## src/rtl/core/cbts_pkg.sv

```systemverilog
// Package: widths, constants and state type of the CAN bit timing search unit.
package cbts_pkg;

   localparam int CLOCK_W = 27;
   localparam int RATE_W  = 24;
   localparam int SPM_W   = 10;
   localparam int TW_W    = 32;
   localparam int TQ_W    = 10;
   localparam int SP_W    = 11;
   localparam int PROD_W  = SPM_W + TQ_W;
   localparam int SREM_W  = 10;
   localparam int CNT_W   = 5;
   localparam int CSR_ADDR_W = 3;
   localparam int CSR_DATA_W = 32;

   localparam int PRESCALE_LIMIT_DEF = 256;

   localparam logic [CLOCK_W-1:0]    CLK_RESET     = CLOCK_W'(40000000);
   localparam logic [TQ_W-1:0]       TQ_MIN        = TQ_W'(8);
   localparam logic [TQ_W-1:0]       TQ_MAX        = TQ_W'(385);
   localparam logic [SP_W-1:0]       PERMILLE      = SP_W'(1000);
   localparam logic [SP_W-1:0]       SP_MIN        = SP_W'(2);
   localparam logic [SP_W-1:0]       SP_MAX        = SP_W'(257);
   localparam logic [SP_W-1:0]       TSEG2_MAX     = SP_W'(128);
   localparam logic [CSR_ADDR_W-1:0] ADDR_CLOCK_HZ = CSR_ADDR_W'(0);

   typedef enum logic [3:0] {
      ST_IDLE,
      ST_DIV_TOTAL,
      ST_TRIAL,
      ST_DIV_TQ,
      ST_CHK_TQ,
      ST_MUL,
      ST_DIV_SP,
      ST_EVAL,
      ST_FINISH
   } state_type;

endpackage

```

## src/rtl/core/cbts_chan_if.sv

```systemverilog
// Request and response channel interfaces of the bit timing search unit.
interface cbts_req_if;
   import cbts_pkg::*;
   logic              valid;
   logic              ready;
   logic [RATE_W-1:0] bit_rate;
   logic [SPM_W-1:0]  sample_point_permille;
   modport source (output valid, output bit_rate, output sample_point_permille, input ready);
   modport sink   (input valid, input bit_rate, input sample_point_permille, output ready);
endinterface

interface cbts_rsp_if;
   import cbts_pkg::*;
   logic            valid;
   logic            ready;
   logic            found;
   logic [TW_W-1:0] timing_word;
   modport source (output valid, output found, output timing_word, input ready);
   modport sink   (input valid, input found, input timing_word, output ready);
endinterface

```

## src/rtl/core/can_bit_timing_search_unit.sv

```systemverilog
// Top level: bit-serial CAN nominal bit timing search with APB-style clock register.
// One request first forms the bit-serial quotient clock_hz / bit_rate, then tries each
// prescaler in turn: one whose quanta count is 1024 or more is skipped at once, one whose
// quanta count is 386 to 1023 gets the quanta division and range check, and one that is
// fully evaluated gets the quanta division, a shift-add multiply by the sample point, a
// division by 1000 and the checks; the search stops at the first fit, as soon as the quanta
// count drops below 8, or once the prescaler passes PRESCALE_LIMIT. A zero bit rate skips
// the search and answers with no fit. The finished word sits in an output register, so a
// new request is taken while it waits.
module can_bit_timing_search_unit #(
   parameter int PRESCALE_LIMIT = cbts_pkg::PRESCALE_LIMIT_DEF
) (
   input  logic                                clock,
   input  logic                                reset,
   cbts_req_if.sink                            req_ch,
   cbts_rsp_if.source                          rsp_ch,
   input  logic                                csr_psel,
   input  logic                                csr_penable,
   input  logic                                csr_pwrite,
   input  logic [cbts_pkg::CSR_ADDR_W-1:0]     csr_paddr,
   input  logic [cbts_pkg::CSR_DATA_W-1:0]     csr_pwdata,
   output logic [cbts_pkg::CSR_DATA_W-1:0]     csr_prdata,
   output logic                                csr_pready
);
   import cbts_pkg::*;

   localparam int BRP_W = $clog2(PRESCALE_LIMIT + 2);
   localparam int HI_W  = CLOCK_W - TQ_W;

   state_type state_ff, state_in;

   logic [CLOCK_W-1:0] clock_hz_ff;
   logic [RATE_W-1:0]  rate_ff, rate_in;
   logic [SPM_W-1:0]   spm_ff, spm_in;
   logic [CLOCK_W-1:0] total_ff, total_in;
   logic [RATE_W-1:0]  rem_ff, rem_in;
   logic [TQ_W-1:0]    tq_ff, tq_in;
   logic [PROD_W-1:0]  prod_ff, prod_in;
   logic [SPM_W-1:0]   mul_sh_ff, mul_sh_in;
   logic [SP_W-1:0]    sp_ff, sp_in;
   logic [CNT_W-1:0]   cnt_ff, cnt_in;
   logic [BRP_W-1:0]   brp_ff, brp_in;
   logic               found_ff, found_in;
   logic               rsp_valid_ff, rsp_valid_in;
   logic               rsp_found_ff, rsp_found_in;
   logic [TW_W-1:0]    rsp_word_ff, rsp_word_in;

   logic               req_take;
   logic               out_free;
   logic               csr_wr;
   logic [RATE_W:0]    rem_t;
   logic               ge_t;
   logic [BRP_W:0]     rem_q;
   logic               ge_q;
   logic [SREM_W:0]    rem_s;
   logic               ge_s;
   logic [PROD_W-1:0]  prod_nx;
   logic [SP_W-1:0]    tq_ext;
   logic [SP_W-1:0]    tseg2;
   logic               eval_ok;
   logic [BRP_W-1:0]   brp_m1;
   logic [7:0]         tseg2_m1;
   logic [TW_W-1:0]    word;

   assign req_ch.ready = (state_ff == ST_IDLE);
   assign req_take     = req_ch.valid && req_ch.ready;
   assign out_free     = !rsp_valid_ff || rsp_ch.ready;

   assign rsp_ch.valid       = rsp_valid_ff;
   assign rsp_ch.found       = rsp_found_ff;
   assign rsp_ch.timing_word = rsp_word_ff;

   assign csr_pready = 1'b1;
   assign csr_wr     = csr_psel && csr_penable && csr_pwrite && csr_pready;
   assign csr_prdata = (csr_paddr == ADDR_CLOCK_HZ) ? CSR_DATA_W'(clock_hz_ff) : '0;

   // one restoring step per datapath
   assign rem_t = {rem_ff, total_ff[CLOCK_W-1]};
   assign ge_t  = (rem_t >= {1'b0, rate_ff});
   assign rem_q = {rem_ff[BRP_W-1:0], tq_ff[TQ_W-1]};
   assign ge_q  = (rem_q >= {1'b0, brp_ff});
   assign rem_s = {rem_ff[SREM_W-1:0], sp_ff[SP_W-1]};
   assign ge_s  = (rem_s >= PERMILLE);

   assign prod_nx = {prod_ff[PROD_W-2:0], 1'b0}
                    + (mul_sh_ff[SPM_W-1] ? PROD_W'(tq_ff) : '0);

   assign tq_ext   = SP_W'(tq_ff);
   assign tseg2    = tq_ext - sp_ff;
   assign eval_ok  = (sp_ff >= SP_MIN) && (sp_ff <= SP_MAX) && (tq_ext > sp_ff)
                     && (tseg2 <= TSEG2_MAX);
   assign brp_m1   = brp_ff - BRP_W'(1);
   assign tseg2_m1 = 8'(tseg2 - SP_W'(1));
   assign word     = found_ff ? {tseg2_m1, tseg2_m1, 8'(sp_ff - SP_W'(2)), 8'(brp_m1)} : '0;

   always_comb begin
      state_in = state_ff;
      case (state_ff)
         ST_IDLE: begin
            if (req_take) begin
               state_in = (req_ch.bit_rate == '0) ? ST_FINISH : ST_DIV_TOTAL;
            end
         end
         ST_DIV_TOTAL: begin
            if (cnt_ff == CNT_W'(CLOCK_W - 1)) begin
               state_in = ST_TRIAL;
            end
         end
         ST_TRIAL: begin
            if (brp_ff > BRP_W'(PRESCALE_LIMIT)) begin
               state_in = ST_FINISH;
            end else if (total_ff[CLOCK_W-1:TQ_W] < HI_W'(brp_ff)) begin
               state_in = ST_DIV_TQ;
            end
         end
         ST_DIV_TQ: begin
            if (cnt_ff == CNT_W'(TQ_W - 1)) begin
               state_in = ST_CHK_TQ;
            end
         end
         ST_CHK_TQ: begin
            if (tq_ff < TQ_MIN) begin
               state_in = ST_FINISH;
            end else if (tq_ff > TQ_MAX) begin
               state_in = ST_TRIAL;
            end else begin
               state_in = ST_MUL;
            end
         end
         ST_MUL: begin
            if (cnt_ff == CNT_W'(SPM_W - 1)) begin
               state_in = ST_DIV_SP;
            end
         end
         ST_DIV_SP: begin
            if (cnt_ff == CNT_W'(SP_W - 1)) begin
               state_in = ST_EVAL;
            end
         end
         ST_EVAL: begin
            state_in = eval_ok ? ST_FINISH : ST_TRIAL;
         end
         ST_FINISH: begin
            if (out_free) begin
               state_in = ST_IDLE;
            end
         end
         default: begin
            state_in = ST_IDLE;
         end
      endcase
   end

   always_comb begin
      rate_in      = rate_ff;
      spm_in       = spm_ff;
      total_in     = total_ff;
      rem_in       = rem_ff;
      tq_in        = tq_ff;
      prod_in      = prod_ff;
      mul_sh_in    = mul_sh_ff;
      sp_in        = sp_ff;
      cnt_in       = cnt_ff;
      brp_in       = brp_ff;
      found_in     = found_ff;
      rsp_valid_in = rsp_valid_ff && !rsp_ch.ready;
      rsp_found_in = rsp_found_ff;
      rsp_word_in  = rsp_word_ff;
      case (state_ff)
         ST_IDLE: begin
            rate_in  = req_ch.bit_rate;
            spm_in   = req_ch.sample_point_permille;
            total_in = clock_hz_ff;
            rem_in   = '0;
            cnt_in   = '0;
            brp_in   = BRP_W'(1);
            found_in = 1'b0;
         end
         ST_DIV_TOTAL: begin
            rem_in   = ge_t ? RATE_W'(rem_t - {1'b0, rate_ff}) : RATE_W'(rem_t);
            total_in = {total_ff[CLOCK_W-2:0], ge_t};
            cnt_in   = cnt_ff + CNT_W'(1);
         end
         ST_TRIAL: begin
            if (total_ff[CLOCK_W-1:TQ_W] >= HI_W'(brp_ff)) begin
               brp_in = brp_ff + BRP_W'(1);
            end
            rem_in = RATE_W'(total_ff[CLOCK_W-1:TQ_W]);
            tq_in  = total_ff[TQ_W-1:0];
            cnt_in = '0;
         end
         ST_DIV_TQ: begin
            rem_in = ge_q ? RATE_W'(BRP_W'(rem_q - {1'b0, brp_ff})) : RATE_W'(BRP_W'(rem_q));
            tq_in  = {tq_ff[TQ_W-2:0], ge_q};
            cnt_in = cnt_ff + CNT_W'(1);
         end
         ST_CHK_TQ: begin
            if (tq_ff > TQ_MAX) begin
               brp_in = brp_ff + BRP_W'(1);
            end
            prod_in   = '0;
            mul_sh_in = spm_ff;
            cnt_in    = '0;
         end
         ST_MUL: begin
            prod_in   = prod_nx;
            mul_sh_in = {mul_sh_ff[SPM_W-2:0], 1'b0};
            rem_in    = RATE_W'(prod_nx[PROD_W-1:SP_W]);
            sp_in     = prod_nx[SP_W-1:0];
            cnt_in    = (cnt_ff == CNT_W'(SPM_W - 1)) ? '0 : cnt_ff + CNT_W'(1);
         end
         ST_DIV_SP: begin
            rem_in = ge_s ? RATE_W'(SREM_W'(rem_s - PERMILLE)) : RATE_W'(SREM_W'(rem_s));
            sp_in  = {sp_ff[SP_W-2:0], ge_s};
            cnt_in = cnt_ff + CNT_W'(1);
         end
         ST_EVAL: begin
            if (eval_ok) begin
               found_in = 1'b1;
            end else begin
               brp_in = brp_ff + BRP_W'(1);
            end
         end
         ST_FINISH: begin
            if (out_free) begin
               rsp_valid_in = 1'b1;
               rsp_found_in = found_ff;
               rsp_word_in  = word;
            end
         end
         default: begin
            cnt_in = '0;
         end
      endcase
   end

   always_ff @(posedge clock) begin
      if (reset) begin
         state_ff     <= ST_IDLE;
         rsp_valid_ff <= 1'b0;
         clock_hz_ff  <= CLK_RESET;
      end else begin
         state_ff     <= state_in;
         rsp_valid_ff <= rsp_valid_in;
         if (csr_wr && (csr_paddr == ADDR_CLOCK_HZ)) begin
            clock_hz_ff <= csr_pwdata[CLOCK_W-1:0];
         end
      end
   end

   always_ff @(posedge clock) begin
      rate_ff      <= rate_in;
      spm_ff       <= spm_in;
      total_ff     <= total_in;
      rem_ff       <= rem_in;
      tq_ff        <= tq_in;
      prod_ff      <= prod_in;
      mul_sh_ff    <= mul_sh_in;
      sp_ff        <= sp_in;
      cnt_ff       <= cnt_in;
      brp_ff       <= brp_in;
      found_ff     <= found_in;
      rsp_found_ff <= rsp_found_in;
      rsp_word_ff  <= rsp_word_in;
   end

endmodule

```

## src/flat_wrapper.sv

```systemverilog
// flat-port wrapper written by rule: the top's interface ports become plain ports
module can_bit_timing_search_unit_flat import cbts_pkg::*;
#(
   parameter int PRESCALE_LIMIT = cbts_pkg::PRESCALE_LIMIT_DEF
)
  (clock, reset, csr_psel, csr_penable, csr_pwrite, csr_paddr, csr_pwdata, csr_prdata, csr_pready, req_ch_valid, req_ch_bit_rate, req_ch_sample_point_permille, req_ch_ready, rsp_ch_valid, rsp_ch_found, rsp_ch_timing_word, rsp_ch_ready);
  cbts_req_if req_ch_i ();
  cbts_rsp_if rsp_ch_i ();
  input  logic clock;
  input  logic reset;
  input  logic csr_psel;
  input  logic csr_penable;
  input  logic csr_pwrite;
  input  logic [cbts_pkg::CSR_ADDR_W-1:0] csr_paddr;
  input  logic [cbts_pkg::CSR_DATA_W-1:0] csr_pwdata;
  output logic [cbts_pkg::CSR_DATA_W-1:0] csr_prdata;
  output logic csr_pready;
  input wire logic [$bits(req_ch_i.valid)-1:0] req_ch_valid;
  input wire logic [$bits(req_ch_i.bit_rate)-1:0] req_ch_bit_rate;
  input wire logic [$bits(req_ch_i.sample_point_permille)-1:0] req_ch_sample_point_permille;
  output wire logic [$bits(req_ch_i.ready)-1:0] req_ch_ready;
  output wire logic [$bits(rsp_ch_i.valid)-1:0] rsp_ch_valid;
  output wire logic [$bits(rsp_ch_i.found)-1:0] rsp_ch_found;
  output wire logic [$bits(rsp_ch_i.timing_word)-1:0] rsp_ch_timing_word;
  input wire logic [$bits(rsp_ch_i.ready)-1:0] rsp_ch_ready;
  assign req_ch_i.valid = req_ch_valid;
  assign req_ch_i.bit_rate = req_ch_bit_rate;
  assign req_ch_i.sample_point_permille = req_ch_sample_point_permille;
  assign req_ch_ready = req_ch_i.ready;
  assign rsp_ch_valid = rsp_ch_i.valid;
  assign rsp_ch_found = rsp_ch_i.found;
  assign rsp_ch_timing_word = rsp_ch_i.timing_word;
  assign rsp_ch_i.ready = rsp_ch_ready;
  can_bit_timing_search_unit #(.PRESCALE_LIMIT(PRESCALE_LIMIT)) u_core (.clock(clock), .reset(reset), .req_ch(req_ch_i), .rsp_ch(rsp_ch_i), .csr_psel(csr_psel), .csr_penable(csr_penable), .csr_pwrite(csr_pwrite), .csr_paddr(csr_paddr), .csr_pwdata(csr_pwdata), .csr_prdata(csr_prdata), .csr_pready(csr_pready));
endmodule
```

## config.mk

```make
export PLATFORM = sky130hd
export DESIGN_NAME = can_bit_timing_search_unit_flat
export DESIGN_NICKNAME = d
export VERILOG_FILES = /design/src/rtl/core/cbts_pkg.sv /design/src/rtl/core/cbts_chan_if.sv /design/src/rtl/core/can_bit_timing_search_unit.sv /design/src/flat_wrapper.sv
export SDC_FILE = /design/constraint.sdc
export NUM_CORES = 1
export LEC_CHECK = 0
export BUFFER_PORTS_ARGS = -buffer_cell sky130_fd_sc_hd__clkbuf_2
export CAP_MARGIN = 10
export CORE_MARGIN = 1.5
export CORE_UTILIZATION = 50
export CTS_BUF_LIST = sky130_fd_sc_hd__clkbuf_8
export DETAILED_ROUTE_END_ITERATION = 12
export GPL_ROUTABILITY_DRIVEN = 1
export PLACE_DENSITY = 0.71
export SLEW_MARGIN = 10
export SYNTH_ARGS = -nofsm -noshare
export SYNTH_HDL_FRONTEND = slang
export SYNTH_SLANG_ARGS = --single-unit
```

## constraint.sdc

```tcl
create_clock -name clock -period 9.2 [get_ports clock]
set_input_delay 1.84 -clock clock [delete_from_list [all_inputs] [get_ports clock]]
set_output_delay 1.84 -clock clock [all_outputs]
set_load 0.1 [all_outputs]
```

# After elaboration in Yosys (flattened, before gate mapping)
# Cells that the tools add are included.
# word_totals
mem_bits_ro,0
ff_bits,215
input_bits,76
mem_bits_rw,0
output_inout_bits,68
mem_count,0
latchBits,0
# classes
n_div,0
n_lt_le_gt_ge,12
shifts,0
reduce_logical,27
n_addsub,10
mux,34
n_bitwise,0
eq_ne,22
mul,0
# op_table
operator,count
case mux 24 bit (6 select lines),1
case mux 27 bit (2 select lines),1
two-way mux 4 bit,11
case mux 10 bit (2 select lines),2
case mux 19 bit (2 select lines),1
two-way mux 9 bit,4
case mux 4 bit (9 select lines),1
case mux 9 bit (4 select lines),1
two-way mux 27 bit,1
>= comparator 25 x 24 -> 1 bit,1
logical NOT 24 bit,1
two-way mux 24 bit,1
subtractor 24 bit,1
case mux 11 bit (2 select lines),1
adder 20 x 10 -> 20 bit,1
two-way mux 10 bit,2
>= comparator 17 x 9 -> 1 bit,1
< comparator 17 x 9 -> 1 bit,1
"== test 4 x 3 -> 1 bit, second input constant",4
"!= test 2 x 1 -> 1 bit, second input constant",8
"subtractor 8 x 1 -> 8 bit, second input constant",2
case mux 5 bit (3 select lines),1
">= comparator 11 x 10 -> 1 bit, second input constant",1
">= comparator 11 x 2 -> 1 bit, second input constant",1
37 further kinds,55

# Depth between registers and ports, before layout
# Gate-level depths: netlist of the first run.
# logic_depth
ltp_word,6
ltp_mapped,13

# Worst setup path before layout of the first run
# Ideal clock, no wire load.
# synth_path
path_kind,in2out
from,input csr_paddr[1] (netlist name)
to,output csr_prdata[10] (netlist name)
stages,4
t_arrival_ns,3.260
path_buffers,2
setup_slack_ns,4.100
path_cell_list,nor3_1 -> clkbuf_1 -> clkbuf_1 -> and2_1
# synth_via
elab_chain_len,2
# synth_rtl
item,line,rtl
start: declaration,flat_wrapper.sv:14,input logic [cbts_pkg::CSR_ADDR_W-1:0] csr_paddr;
logical NOT 3 bit,can_bit_timing_search_unit.sv:75,assign csr_prdata = (csr_paddr == ADDR_CLOCK_HZ) ? CSR_DATA_W'(clock_hz_ff) : '0;
two-way mux 27 bit,can_bit_timing_search_unit.sv:75,
end: declaration,flat_wrapper.sv:16,output logic [cbts_pkg::CSR_DATA_W-1:0] csr_prdata;
# Every way passes these cells.

# Final worst setup path of the first run
# layout_path
from,input csr_paddr[1] (netlist name)
to,output csr_prdata[0] (netlist name)
# The elaborated chain is that of the path after synthesis.

==> results.toml, run 1 <==
[critical_path]
crit_type = "in -> out"
cp.required_ns = 7.36
cp_data_arrival_time_ns = 3.29
crit_path_start_kind = "primary input"
crit_fanout = 29
crit_path_end_kind = "primary output"

[floorplanning]
dieArea_um2 = 25910
die_w_um = 161.0
fp.dieH_um = 161.0
initial_core_util = 0.5115
io_pins = 144
core-area_um2 = 24390
num_rows = 57

[cts]
post_cts_buffers = 0
clk_pin_slew_ns = 0.05
cts_resized = 0
cts-buffers-inserted = 37
cts_tree = "done"
ctsHoldBuffers = 0
clockBufferDepth = 3
ctsHtreeMaxLevel = 2
clock-sinks = 207
clock_tree.root_cell = "clkbuf_8"
clk_latency_ns = 0.54

[logic_synthesis]
async_reset_ff_frac = 0
ys_top_cells_by_area = "edfxtp_1 42%, nand2_1 7.8%, ha_1 7.2%"
synth_flop_cell = "edfxtp_1"
syn_inst = 1318
synth_area_leader_cell = "edfxtp_1"
ys_ff_latch = 207
ys_types = 70
synth_area_um2 = 12480
yosysWarnings = 0
synth_most_common_cell = "nand2_1"
seq_area_frac_synth = 0.4725
synthTopCellsByCount = "259 x nand2_1, 175 x edfxtp_1, 83 x nor2_1"
yosysTopAreaCellShare = 0.4212
syn_avg_cell_area_um2 = 9.467
synth_edf_count = 175

[drt]
antenna_left = 0
routed_wl_um = 29230
route.detailed.wl_per_inst_um = 16.30
firstDrtPassIters = 6
drc = 0
drt_iter0_markers = 807
vias = 10025
vias_per_cell = 5.591

[sta]
hold_viol_final = 0
slew-limit-headroom = 0.2044
finClkSkew_ns = 0.02300
setup_slack_ns = 4.074
rsz0062_at_grt = "false"
maxSlewViolCount = 0
setup-violations-final = 0
setup_tns_ns = 0
tightest_slew_ns = 1.184
period_needed_ns = 5.126
finalCritPeriodShare = 0.5572
fmax_ghz = 0.1951

[power_and_ir_drop]
peakVddDrop_mv = 0.1653
leakage_uw = 0.005988
p_total_uw = 4298
power_density_nw_per_um2 = 306.2

[layout]
seq_area_um2 = 5896
diodes = 0
multi_input_area_um2 = 6051
nNetsFinal = 1592
fin_util = 0.5755
fill_cells = 2162
area_delta_synth_final_pct = 12.50
layout-drive-gt1-share = 0.1430

[global_routing]
antenna_found_initial = 0
grtUsageTotal = 0.2271
grt_pass1_vias = 9313
grt_pass1_wl_um = 47510
grt_max_degree = 53
grt.overflow.total = 0

[place]
dp_hpwl_um = 21190
place_congestion = 0.9013
io_buffers = 132
dp_slack_ns = 3.707

[flow_run]
drv_cap = 0

[hold_path]
timing.hold.worst.class = "reg -> reg"

[outcome]
status = "finished clean"
==> path summary, 6_finish.rpt <==
| path | cells after the start | startpoint | end | slack [ns] |
|---|---|---|---|---|
| worst max-delay path | 4 | csr_paddr[1] | csr_prdata[0] | 4.07 |
| worst min-delay path | 2 | u_core.clock_hz_ff[6] | u_core.clock_hz_ff[6] | 0.47 |
| worst max register to register | 12 | u_core.brp_ff[0] | u_core.rem_ff[3] | 5.04 |
| worst min register to register | 2 | u_core.clock_hz_ff[6] | u_core.clock_hz_ff[6] | 0.47 |
==> registers in the layout, indices dropped and copies added, names as in the netlist <==
name                       cells
u_core.spm_ff                 10
u_core.prod_ff                19
u_core.mul_sh_ff              10
u_core.brp_ff                  9
u_core.rem_ff                 24
u_core.tq_ff                  10
u_core.rate_ff                24
u_core.cnt_ff                  5
u_core.rsp_ch.timing_word     24
u_core.rsp_ch.found            1
u_core.rsp_ch.valid            1
u_core.found_ff                1
u_core.clock_hz_ff            27
u_core.state_ff                4
u_core.total_ff               27
u_core.sp_ff                  11
==> layer usage <==
metal | GRT usage | up-vias | part of all wire
met5 | 0 | - | 0
met4 | 0.06229 | 0 | 0.021
met3 | 0.04135 | 55 | 0.073
met2 | 0.3568 | 354 | 0.44
met1 | 0.3237 | 4697 | 0.46
li1 | - | 4919 | -
==> power breakdown <==
part / internal, µW / switching (µW)
Clock: 415 / 381
Combinational: 740 / 1180
Sequential: 1370 / 210
Total: 2530 / 1770
==> logic make-up (layout without fill, tap and decap cells) <==
| kind of cell | count (synthesis) | in the layout | synth area share |
|---|---|---|---|
| AND/OR/NAND/NOR | 578 | 578 | 0.2179 |
| multiplexers | 18 | 18 | 0.01464 |
| flip-flops | 207 | 207 | 0.4725 |
| other | 2 | 6 | 0.0006019 |
| buffers and inverters | 135 | 282 | 0.04623 |
| adder cells (fa/ha/maj) | 76 | 76 | 0.07862 |
| XOR/XNOR | 70 | 70 | 0.04914 |
| AO/OA/AOI/OAI | 232 | 232 | 0.1203 |
==> critical path, cell delays in order <==
cell and delay, ns:
clkbuf_2 0.10, nor3_4 0.65, and2_1 0.24, clkbuf_2 0.46
==> layout by cell type (no fill, tap or decap), types with 30 or more instances in the layout <==
| cell | Yosys | routed |
|---|---|---|
| a21oi_1 | 74 | 74 |
| and2_1 | 59 | 59 |
| clkbuf_2 | 0 | 132 |
| clkbuf_8 | 0 | 38 |
| dfxtp_1 | 32 | 32 |
| edfxtp_1 | 175 | 175 |
| ha_1 | 72 | 72 |
| inv_1 | 71 | 83 |
| nand2_1 | 259 | 259 |
| nor2_1 | 83 | 81 |
| nor3_1 | 36 | 33 |
| o21ai_0 | 55 | 55 |
| xnor2_1 | 40 | 40 |
| xor2_1 | 30 | 30 |
==> stage by stage <==
step	instance area [µm²]	instances	hold WS, ns
2_1_floorplan	12490	1322	0.4450
3_3_place_gp	13350	1725	0.4646
3_5_place_dp	13350	1725	0.4644
4_1_cts	14030	1793	0.4775
5_1_grt	14040	1793	0.4977
6_report	14040	1793	0.4736
==> final cells by class <==
class / count / share of cell area
inverter: 72 / 0.01925
multi-input combinational: 980 / 0.4311
timing repair buffer: 142 / 0.05242
tap: 324 / 0.02888
clock buffer: 38 / 0.03726
sequential: 207 / 0.4200
clock inverter: 30 / 0.01105
Power figures use the tool's default switching activity.
==> inputs of run 2 (changes only) <==
--- a/config.mk
+++ b/config.mk
@@ -12,7 +12,7 @@
 export CTS_BUF_LIST = sky130_fd_sc_hd__clkbuf_8
 export DETAILED_ROUTE_END_ITERATION = 12
 export GPL_ROUTABILITY_DRIVEN = 1
-export PLACE_DENSITY = 0.71
+export PLACE_DENSITY = 0.74
 export SLEW_MARGIN = 10
 export SYNTH_ARGS = -nofsm -noshare
 export SYNTH_HDL_FRONTEND = slang
==> constraint.sdc (replaced) <==
create_clock -name clock -period 4.1 [get_ports clock]
set_input_delay 0.82 -clock clock [delete_from_list [all_inputs] [get_ports clock]]
set_output_delay 0.82 -clock clock [all_outputs]
set_load 0.1 [all_outputs]
==> results.toml, run 2 (synthesized netlist as in run 1, its figures left out) <==
[outcome]
status = "finished clean"

[critical_path]
worst-path-buf-inv = 0
slowest_delay_ns = 0.59
crit_chain = "and2_1 > ha_1 > fa_1 > a21o_1 > a21oi_1 > o21ai_0 > a41oi_1 > nor2_1 > xor2_1 > a221oi_1 > o21ai_0"
cp_common_cell = "o21ai_0"
cp.required_ns = 4.34
worst_path_max_delay_cell = "a41oi_1"
cp_data_arrival_time_ns = 3.99
crit_type = "reg -> reg"
crit_path_start_kind = "flip-flop"
crit_fanout = 11
crit_family = "compound AO/OA/AOI/OAI gates"
crit_path_end_kind = "flip-flop"

[drt]
vias_per_cell = 5.632
routed_wl_um = 29680
vias = 10148
antenna_left = 0
drt_iter0_markers = 763
firstDrtPassIters = 5
route.detailed.wl_per_inst_um = 16.47
drc = 0

[floorplanning]
num_rows = 57
io_pins = 144
fp.dieH_um = 161.0
core-area_um2 = 24390
dieArea_um2 = 25910
die_w_um = 161.0
initial_core_util = 0.5115

[cts]
cts_tree = "done"
clockBufferDepth = 3
clock-sinks = 207
clk_pin_slew_ns = 0.06
clock_tree.root_cell = "clkbuf_8"
ctsHoldBuffers = 0
clk_latency_ns = 0.53
cts_resized = 0
post_cts_buffers = 0
ctsHtreeMaxLevel = 2
cts-buffers-inserted = 37

[global_routing]
grt_pass1_vias = 9623
antenna_found_initial = 0
grt_max_degree = 53
grt.overflow.total = 0
grt_pass1_wl_um = 47980
grtUsageTotal = 0.2285

[layout]
diodes = 0
nNetsFinal = 1601
area_delta_synth_final_pct = 13.39
final_common_cell = "nand2_1"
final_cell_mix = "259 x nand2_1, 175 x edfxtp_1, 132 x clkbuf_2, 85 x inv_1, 82 x nor2_1"
top_regs = "u_core.clock_hz_ff x27, u_core.total_ff x27"
fin_util = 0.5800
layout-drive-gt1-share = 0.1488

[flow_run]
drv_cap = 0

[sta]
rsz0062_at_grt = "false"
setup-violations-final = 0
setup_tns_ns = 0
tightest_slew_ns = 0.9315
hold_viol_final = 0
slew-limit-headroom = 0.3790
period_needed_ns = 3.743
maxSlewViolCount = 0
fmax_ghz = 0.2672
finalCritPeriodShare = 0.9128
finClkSkew_ns = 0.01928

[power_and_ir_drop]
power_density_nw_per_um2 = 698.4
peakVddDrop_mv = 0.3650
leakage_uw = 0.006060

[place]
place_congestion = 0.9102
io_buffers = 132
dp_hpwl_um = 21610

[hold_path]
timing.hold.worst.class = "in -> reg"
[run 2: path summary, 6_finish.rpt]
path / startpoint / to / slack (ns) / cells past startpoint
hold / removal: req_ch_sample_point_permille[5] / u_core.spm_ff[5] / 0.47 / 1
setup reg to reg: u_core.mul_sh_ff[9] / u_core.rem_ff[8] / 0.36 / 11
setup / recovery: u_core.mul_sh_ff[9] / u_core.rem_ff[8] / 0.36 / 11
hold reg to reg: u_core.clock_hz_ff[6] / u_core.clock_hz_ff[6] / 0.48 / 2
[run 2: layout make-up]
class,count,area [µm²]
fill,2169,10240
multi-input combinational,980,6040
sequential,207,5896
timing repair buffer,151,803.3
clock buffer,39,536.8
tap,324,405.4
inverter,72,270.3
clock inverter,29,196.4
[run 2: report_power, final]
group | switching [µW] | internal (µW)
sequential | 457 | 3080
combinational | 2730 | 1700
clock | 852 | 1070
[run 2: per-stage QoR]
stage                     setup WS (ns)  area (µm²)  cells  hold slack, ns  total power [µW]
after detailed placement         0.4716       13410   1734          0.4651              7912
after CTS                        0.4079       14150   1802          0.4402              9864
after global placement           0.5383       13410   1734          0.4560              7764
after floorplan                 0.08410       12490   1322          0.4450              6793
final                            0.3573       14150   1802          0.4654              9881
after global routing             0.1207       14150   1802          0.4433             10550
[run 2: per-layer routing]
metal / GRT usage / share of wire
met4: 0.06902 / 0.023
met5: 0 / 0
met3: 0.04443 / 0.083
met1: 0.3197 / 0.45
met2: 0.3605 / 0.44
==> inputs of run 3 (changes only) <==
--- a/config.mk
+++ b/config.mk
@@ -13,6 +13,7 @@
 export DETAILED_ROUTE_END_ITERATION = 12
 export GPL_ROUTABILITY_DRIVEN = 1
 export PLACE_DENSITY = 0.74
+export RECOVER_POWER = 25
 export SLEW_MARGIN = 10
 export SYNTH_ARGS = -nofsm -noshare
 export SYNTH_HDL_FRONTEND = slang
==> results.toml, run 3 (synthesized netlist as in run 1, its figures left out) <==
[outcome]
status = "complete, but fails checks"
violations = "capacitance limit, slew limit"

[layout]
final_cell_mix = "259 x nand2_1, 175 x edfxtp_1, 115 x clkbuf_2, 85 x inv_1, 82 x nor2_1"
final_common_cell = "nand2_1"
nNetsFinal = 1601
top_regs = "u_core.clock_hz_ff x27, u_core.total_ff x27"
layout-drive-gt1-share = 0.1346
diodes = 0
area_delta_synth_final_pct = 13.09
fin_util = 0.5785

[drt]
vias_per_cell = 5.607
drc = 0
route.detailed.wl_per_inst_um = 16.50
firstDrtPassIters = 5
drt_iter0_markers = 804
routed_wl_um = 29730
antenna_left = 0
vias = 10104

[floorplanning]
dieArea_um2 = 25910
die_w_um = 161.0
core-area_um2 = 24390
fp.dieH_um = 161.0
initial_core_util = 0.5115
io_pins = 144
num_rows = 57

[critical_path]
crit_path_end_kind = "flip-flop"
reg2reg_slack_ns = 0.39
crit_family = "compound AO/OA/AOI/OAI gates"
crit_chain = "and2_1 > ha_1 > fa_1 > a21o_1 > a21oi_1 > o21ai_0 > a41oi_1 > nor2_1 > xor2_1 > a221oi_1 > o21ai_0"
crit_type = "reg -> reg"
reg2reg_depth = 11
cp_data_arrival_time_ns = 3.95
endpoint = "u_core.rem_ff[8]"
cp.depth = 11
cp_common_cell = "o21ai_0"
reg2reg_to = "u_core.rem_ff[8]"
crit_fanout = 7
crit_path_start_kind = "flip-flop"
worst-path-buf-inv = 0
cp-startpoint = "u_core.tq_ff[1]"
cp.required_ns = 4.34
timing.rr.start = "u_core.tq_ff[1]"
worst_path_max_delay_cell = "a41oi_1"
slowest_delay_ns = 0.56

[sta]
finClkSkew_ns = 0.01827
setup_tns_ns = 0
setup-violations-final = 0
period_needed_ns = 3.707
rsz0062_at_grt = "false"
tightest_slew_ns = 1.646
finalCritPeriodShare = 0.9041
hold_viol_final = 0
maxSlewViolCount = 59
slew-limit-headroom = -0.09722
fmax_ghz = 0.2698

[cts]
cts_resized = 0
cts_tree = "done"
clockBufferDepth = 3
clock_tree.root_cell = "clkbuf_8"
post_cts_buffers = 0
clk_latency_ns = 0.53
clock-sinks = 207
cts-buffers-inserted = 37
ctsHoldBuffers = 0
clk_pin_slew_ns = 0.06
ctsHtreeMaxLevel = 2

[global_routing]
grt_pass1_vias = 9623
antenna_found_initial = 0
grtUsageTotal = 0.2285
grt_max_degree = 53
grt.overflow.total = 0
grt_pass1_wl_um = 47980

[place]
io_buffers = 132
place_congestion = 0.9102
dp_hpwl_um = 21610

[power_and_ir_drop]
p_comb_frac = 0.447
power_density_nw_per_um2 = 699.8
leakage_uw = 0.005992
power_frac_clock = 0.195
p_switching_uw = 4038
swShare = 0.4090
peakVddDrop_mv = 0.3636
p_int_uw = 5835
p_seq_frac = 0.358

[hold_path]
timing.hold.worst.class = "in -> reg"

[flow_run]
drv_cap = 2
run 3: cell count changes in the layout (fill, tap and decap cells not counted), sizes merged:
cell    change
buf         -3
clkbuf      +3
run 3: worst min path at each step:
stage                                         start                     end  depth (start not counted)
floorplan                     u_core.clock_hz_ff[0]   u_core.clock_hz_ff[0]                          2
finish              req_ch_sample_point_permille[5]        u_core.spm_ff[5]                          1
global placement             u_core.clock_hz_ff[10]  u_core.clock_hz_ff[10]                          2
detailed placement            u_core.clock_hz_ff[4]   u_core.clock_hz_ff[4]                          2
CTS                 req_ch_sample_point_permille[5]        u_core.spm_ff[5]                          1
global route        req_ch_sample_point_permille[5]        u_core.spm_ff[5]                          1
run 3: final cells by class:
cell class / count / area [µm²]
clock buffers: 39 / 536.8
clock inverters: 29 / 196.4
fillers: 2183 / 10280
inverters: 72 / 270.3
multi-input cells: 980 / 6035
flip-flops and latches: 207 / 5896
well taps: 324 / 405.4
repair buffers: 151 / 770.7
run 3: power by group through the flow:
stage	Sequential, µW	Combinational [µW]	Clock [µW]
6_report	3540	4410	1930
5_1_grt	3600	4890	2060
4_1_cts	3520	4380	1960
3_5_place_dp	3560	4350	0
3_3_place_gp	3540	4220	0
2_1_floorplan	3370	3420	0
run 3: routing by layer:
| layer | part of all wire | vias to the layer above | global-route usage |
|---|---|---|---|
| met5 | 0 | - | 0 |
| met4 | 0.023 | 0 | 0.06902 |
| met3 | 0.077 | 56 | 0.04443 |
| met2 | 0.44 | 384 | 0.3605 |
| met1 | 0.46 | 4759 | 0.3197 |
| li1 | - | 4905 | - |
run 3: metrics by stage:
step                      total power [µW]  hold slack, ns  instance area [µm²]  std cells  worst slack, ns
after floorplan                       6793          0.4450                12490       1322          0.08410
after global placement                7764          0.4560                13410       1734           0.5383
after detailed placement              7912          0.4651                13410       1734           0.4716
after CTS                             9864          0.4402                14150       1802           0.4079
after global routing                 10540          0.4433                14110       1802           0.1207
final                                 9874          0.4630                14110       1802           0.3932
